[config.mk]
export PLATFORM = sky130hd
export DESIGN_NAME = kst_ctrl
export DESIGN_NICKNAME = d
export VERILOG_FILES = /design/src/rtl/kst_pkg.sv /design/src/rtl/kst_ctrl.sv
export SDC_FILE = /design/constraint.sdc
export NUM_CORES = 1
export LEC_CHECK = 0
export BUFFER_PORTS_ARGS = -buffer_cell sky130_fd_sc_hd__clkbuf_2
export CORE_AREA = 10 10 221 223
export DETAILED_ROUTE_END_ITERATION = 12
export DIE_AREA = 0 0 231 233
export PLACE_DENSITY = 0.31
export SYNTH_ARGS = -nofsm -noshare
export SYNTH_HDL_FRONTEND = slang
export SYNTH_SLANG_ARGS = --single-unit
export TNS_END_PERCENT = 5
[constraint.sdc]
create_clock -name clk -period 3.6 [get_ports clk]
set_input_delay 0.54 -clock clk [delete_from_list [all_inputs] [get_ports clk]]
set_output_delay 0.54 -clock clk [all_outputs]
set_load 0.01 [all_outputs]
[src/rtl/kst_pkg.sv]
// ---------------------------------------------------------------------------
// kst_pkg
// types, codes and sizes shared by the keyed symbol table
// ---------------------------------------------------------------------------
package kst_pkg;

  localparam int TABLE_DEPTH = 64;
  localparam int NAME_WORDS  = 4;
  localparam int WORD_W      = 64;
  localparam int NAME_W      = NAME_WORDS * WORD_W;
  localparam int IDX_W       = $clog2(TABLE_DEPTH);
  localparam int CNT_W       = $clog2(TABLE_DEPTH + 1);
  localparam int DATA_W      = 32;
  localparam int SIZE_W      = 16;
  localparam int KIND_W      = 3;
  localparam int OP_W        = 4;

  typedef logic [IDX_W-1:0]  idx_t;
  typedef logic [CNT_W-1:0]  cnt_t;
  typedef logic [NAME_W-1:0] name_t;

  typedef enum logic [OP_W-1:0] {
    OP_DECL_VAR   = 4'd0,
    OP_DECL_CONST = 4'd1,
    OP_CHECK      = 4'd2,
    OP_INDEX      = 4'd3,
    OP_INDEX_ANY  = 4'd4,
    OP_DIVISOR    = 4'd5,
    OP_READ       = 4'd6,
    OP_ASSIGN     = 4'd7,
    OP_CLEAR      = 4'd8
  } op_t;

  typedef enum logic [2:0] {
    ST_OK            = 3'd0,
    ST_REDECLARED    = 3'd1,
    ST_FULL          = 3'd2,
    ST_UNDECLARED    = 3'd3,
    ST_NOT_ARRAY     = 3'd4,
    ST_OUT_OF_RANGE  = 3'd5,
    ST_ZERO_DIVISOR  = 3'd6,
    ST_UNDECL_ASSIGN = 3'd7
  } status_t;

  typedef enum logic [1:0] {
    S_IDLE,
    S_SEARCH,
    S_FETCH,
    S_EXEC
  } state_t;

  typedef struct packed {
    logic [OP_W-1:0]   op;
    name_t             name;
    logic [KIND_W-1:0] kind;
    logic [SIZE_W-1:0] size;
    logic [DATA_W-1:0] data;
    logic [DATA_W-1:0] index;
  } item_t;

  typedef struct packed {
    logic [KIND_W-1:0] kind;
    logic              is_const;
    logic [SIZE_W-1:0] size;
    logic [DATA_W-1:0] const_val;
    logic [DATA_W-1:0] cur_val;
    logic              known;
  } attr_t;

  typedef struct packed {
    status_t           status;
    logic              known;
    logic [DATA_W-1:0] value;
  } res_t;

  typedef struct packed {
    logic start;
    logic wr_en;
    idx_t wr_addr;
  } srch_ctl_t;

  typedef struct packed {
    logic done;
    logic hit;
    idx_t idx;
  } srch_sts_t;

  function automatic name_t pack_name(input logic [WORD_W-1:0] w0,
                                      input logic [WORD_W-1:0] w1,
                                      input logic [WORD_W-1:0] w2,
                                      input logic [WORD_W-1:0] w3);
    logic [4*WORD_W-1:0] all_words;
    all_words = {w3, w2, w1, w0};
    return all_words[NAME_W-1:0];
  endfunction

endpackage

[src/rtl/kst_ctrl.sv]
// ---------------------------------------------------------------------------
// kst_ctrl
// sequencer: search, attribute fetch, then result and table update
// ---------------------------------------------------------------------------
module kst_ctrl (
  input  logic               clk,
  input  logic               rst,
  input  logic               cmd_fire,
  input  logic               out_free,
  input  kst_pkg::item_t     item,
  input  kst_pkg::srch_sts_t sts,
  input  kst_pkg::attr_t     attr,
  output logic               idle,
  output kst_pkg::srch_ctl_t sctl,
  output kst_pkg::cnt_t      count,
  output logic               attr_we,
  output kst_pkg::idx_t      attr_waddr,
  output kst_pkg::attr_t     attr_wdata,
  output logic               out_load,
  output kst_pkg::res_t      res
);

  kst_pkg::state_t state;
  kst_pkg::state_t state_next;
  kst_pkg::cnt_t   entry_count;
  logic            full;
  logic            out_of_range;
  logic            decl_ok;
  logic            asgn_ok;
  logic            clr;

  assign count        = entry_count;
  assign full         = (entry_count >= kst_pkg::cnt_t'(kst_pkg::TABLE_DEPTH));
  // negative index, or not below the declared length
  assign out_of_range = item.index[kst_pkg::DATA_W-1] ||
                        (item.index[kst_pkg::DATA_W-2:0] >=
                         {{(kst_pkg::DATA_W-1-kst_pkg::SIZE_W){1'b0}}, attr.size});

  always_ff @(posedge clk) begin
    if (rst) begin
      state       <= kst_pkg::S_IDLE;
      entry_count <= '0;
    end else begin
      state <= state_next;
      if (out_load) begin
        if (clr) begin
          entry_count <= '0;
        end else if (decl_ok) begin
          entry_count <= entry_count + kst_pkg::cnt_t'(1);
        end
      end
    end
  end

  always_comb begin
    state_next = state;
    unique case (state)
      kst_pkg::S_IDLE:   if (cmd_fire) state_next = kst_pkg::S_SEARCH;
      kst_pkg::S_SEARCH: if (sts.done) state_next = kst_pkg::S_FETCH;
      kst_pkg::S_FETCH:  state_next = kst_pkg::S_EXEC;
      kst_pkg::S_EXEC:   if (out_free) state_next = kst_pkg::S_IDLE;
    endcase
  end

  // operation decode, valid once the search and attribute fetch are done
  always_comb begin
    res        = '{status: kst_pkg::ST_OK, known: 1'b0, value: '0};
    decl_ok    = 1'b0;
    asgn_ok    = 1'b0;
    clr        = 1'b0;
    attr_wdata = attr;
    unique case (kst_pkg::op_t'(item.op))
      kst_pkg::OP_DECL_VAR, kst_pkg::OP_DECL_CONST: begin
        if (sts.hit) begin
          res.status = kst_pkg::ST_REDECLARED;
        end else if (full) begin
          res.status = kst_pkg::ST_FULL;
        end else begin
          decl_ok = 1'b1;
        end
        if (kst_pkg::op_t'(item.op) == kst_pkg::OP_DECL_VAR) begin
          attr_wdata = '{kind: item.kind, is_const: 1'b0, size: item.size,
                         const_val: '0, cur_val: '0, known: 1'b0};
        end else begin
          attr_wdata = '{kind: '0, is_const: 1'b1, size: '0,
                         const_val: item.data, cur_val: item.data, known: 1'b1};
        end
      end
      kst_pkg::OP_CHECK: begin
        if (!sts.hit) res.status = kst_pkg::ST_UNDECLARED;
      end
      kst_pkg::OP_INDEX, kst_pkg::OP_INDEX_ANY: begin
        if (!sts.hit) begin
          res.status = kst_pkg::ST_UNDECLARED;
        end else if (attr.size == '0) begin
          res.status = kst_pkg::ST_NOT_ARRAY;
        end else if ((kst_pkg::op_t'(item.op) == kst_pkg::OP_INDEX) && out_of_range) begin
          res.status = kst_pkg::ST_OUT_OF_RANGE;
        end
      end
      kst_pkg::OP_DIVISOR: begin
        if (item.data == '0) res.status = kst_pkg::ST_ZERO_DIVISOR;
      end
      kst_pkg::OP_READ: begin
        if (sts.hit) begin
          // a constant always reads back its declared value
          if (attr.is_const) begin
            res.known = 1'b1;
            res.value = attr.const_val;
          end else if (attr.known) begin
            res.known = 1'b1;
            res.value = attr.cur_val;
          end
        end
      end
      kst_pkg::OP_ASSIGN: begin
        if (!sts.hit) begin
          res.status = kst_pkg::ST_UNDECL_ASSIGN;
        end else begin
          asgn_ok            = 1'b1;
          attr_wdata.cur_val = item.data;
          attr_wdata.known   = 1'b1;
        end
      end
      kst_pkg::OP_CLEAR: begin
        clr = 1'b1;
      end
      default: begin
      end
    endcase
  end

  always_comb begin
    idle         = (state == kst_pkg::S_IDLE);
    out_load     = (state == kst_pkg::S_EXEC) && out_free;
    sctl.start   = idle && cmd_fire;
    sctl.wr_en   = out_load && decl_ok;
    sctl.wr_addr = entry_count[kst_pkg::IDX_W-1:0];
    attr_we      = out_load && (decl_ok || asgn_ok);
    attr_waddr   = decl_ok ? entry_count[kst_pkg::IDX_W-1:0] : sts.idx;
  end

endmodule

==> run summary <==
Status: finished, final reports clean
Top cell type's share of synthesized area: 13.30%
Layout overhead on the synthesized area: 79.42%
Max Slew Vio Count: 0
Sequential share of the synthesized area: 6.023%
Placed Area: 5281 um2
PortBufs: 328
Fin Hold WS: 0.5184 ns
Final Wtd Congestion: 0.8188
Initial antenna violation count: 12
CTS root buf: clkbuf_16
Post-Syn Instances: 517
EDFF count, synth: 0
Die area: 53820 um2
Hold_sp: rst
Finished Cell Area: 5368 um2
Die height: 233 um
Most frequent cells in the layout: clkbuf_2, nand2_1, nor2_1, o21ai_0, a21oi_1
Drt pass-1 iters: 4
Setup TNS: 0 ns
Starting DRC count in detailed routing: 200
Grt total ovfl: 0
First-pass GRT wire length: 36200 um
Worst R2R Path Depth: 5
Die width: 231 um
Avg Cell Area, Syn: 5.786 um2
Hold Path Class: primary input to flop
Yosys reg bits: 9
Reg2reg start: state[0]$_SDFFE_PP0P_
Layout net count: 1279
Clk slew on worst S/H paths: 0.04 ns
CP arrival: 2.32 ns
TritonCTS clock tree: done
Critical path launch point type: primary input
Data required time of the worst path: 3.06 ns
Reg-to-reg slack, setup: 1.93 ns
Core area: 44120 um2
Crit-path slowest cell: nor4_1
Drt via density: 3.522
Setup crit end kind: primary output
Post-cts gate resize count: 0
Commonest register cell after synthesis: dfxtp_1
Hold-fix buffers, CTS: 0
Routed len/inst: 18.55 um
Mapped Nets: 978
Starting Density: 6.780%
Gr usage total: 9.004%
Fmax: 350.0 MHz
Most used cell, CP: clkbuf_2
Unrepaired setup endpoints after global routing: no
Netlist cell types: 46
CP max FO: 2
Vias in the first global route: 5343
Power Density: 179.4 nW/um2
Final Routed Wirelength: 26190 um
# rows: 77
Post-synth ARST share: 0%
Synth top area cells: nand2_1, nor2_1, o21ai_0, a22o_1, ha_1
Final Util: 12.16%
Final period util: 79.36%
Share of layout cells above drive strength 1: 44.06%
ANT nets after route: 0
Power Total: 0.9631 mW
Detail Placement HPWL: 22870 um
WS Path Type: primary input to primary output
R2r endpoint: state[1]$_SDFFE_PP0P_
VDD IR max: 88.15 uV
Post-CTS Setup Inserts: 0
Rel. slew slack: 53.62%
Mapped cell area: 2992 um2
Final Critical Period: 2.857 ns
Longest Clk Path Bufs: 2
Clock Skew: 0.002022 ns
Clock Latency Late Sink: 0.24 ns
Drt drc: 0
Max Cap Violations: 0
I/O Pins: 585
Crit path cell chain: clkbuf_2 > inv_1 > ha_1 > nor4_1 > nand3_1 > a211oi_1 > nand4b_1 > a21o_1 > clkbuf_2
Final setup fails: 0
Slew @ Worst Pin: 0.6957 ns
Commonest non-fill, non-tap cell in the layout: clkbuf_2
Hold Path Sink: count[1]$_SDFFE_PP0P_
Hold depth: 2
Final Hold Fails: 0
H-tree Lvls: 1
Inserted Clock Buffers: 3
CP peak stage delay: 0.45 ns
# clock sinks: 9
Leakage: 2.685 nW
Largest net degree at the start of global routing: 63
Top cell type by total area after synthesis: nand2_1
YS warnings: 0
Via count: 4973
layer usage:
metal,wire (um),global-route usage [%]
met1,11290,10.76
met5,101,0
met4,336,1.377
met3,2694,3.991
met2,11770,14.85
cell families (layout without fill, tap and decap cells):
family                     after synthesis  in the layout  synth area share, %
and+or+nand+nor                        259            259                39.98
other                                    0              3                    0
adders and majority gates               21             21                8.783
AOI/OAI and AO/OA                      146            146                30.99
DFF                                      9              9                6.022
muxes                                    7              7                2.593
buffers and inverters                   69            369                9.870
xor gates and xnor gates                 6              6                1.757
state kept, by name (all words and copies together), names as in the netlist:
| name | cells |
|---|---|
| count | 7 |
| state | 2 |
cells in the mapped netlist, types with 2 or more instances:
library cell  instances
or3_1                 3
ha_1                 21
mux2_2                6
nor2_1               79
and4_1                4
a211oi_1              3
nand2_1             106
nand3b_1             17
o21ai_0              57
and3_1                3
nor2b_1               3
nand4_1               5
nand3_1               6
buf_4                 6
xnor2_1               2
xor2_1                4
inv_1                23
a22oi_1               4
nand4b_1              2
clkbuf_1             29
a21o_1                3
nand2b_1              8
buf_2                11
nor4_1               15
dfxtp_1               9
a22o_1               32
a21oi_1              37
critical path: cells and delay by family:
kind | cells | cell delay [ns]
compound gates | 2 | 0.47
fa+ha+maj | 1 | 0.23
simple gates | 3 | 0.79
buf+inv | 3 | 0.28
stage by stage:
step,cells,setup slack [ns]
finish,1412,0.7430
global route,1409,0.5615
CTS,1409,0.5914
detailed placement,1405,0.5973
global placement,1405,0.5910
floorplan,517,1.269
cell type report:
class / count / area (um2)
multi-input combinational: 439 / 2527
fill: 5315 / 38760
timing repair buffer: 342 / 1747
inverter: 23 / 86.33
sequential: 9 / 180.2
antenna: 3 / 7.507
tap: 592 / 740.7
clock buffer: 4 / 78.83
report_power, final:
group | leakage (nW) | switching (mW) | total [mW] | internal, mW
registers | 0.0729 | 0.0131 | 0.125 | 0.112
logic | 2.57 | 0.373 | 0.636 | 0.263
clock network | 0.0382 | 0.0534 | 0.202 | 0.148
worst max path at each step:
stage	startpoint	slack, ns	endpoint
2_1_floorplan	attr[79]	1.27	res[33]
3_3_place_gp	item[37]	0.59	res[35]
3_5_place_dp	item[37]	0.60	res[35]
4_1_cts	item[37]	0.59	res[35]
5_1_grt	item[37]	0.56	res[35]
6_report	attr[80]	0.74	res[35]
Power figures use the tool's default switching activity.
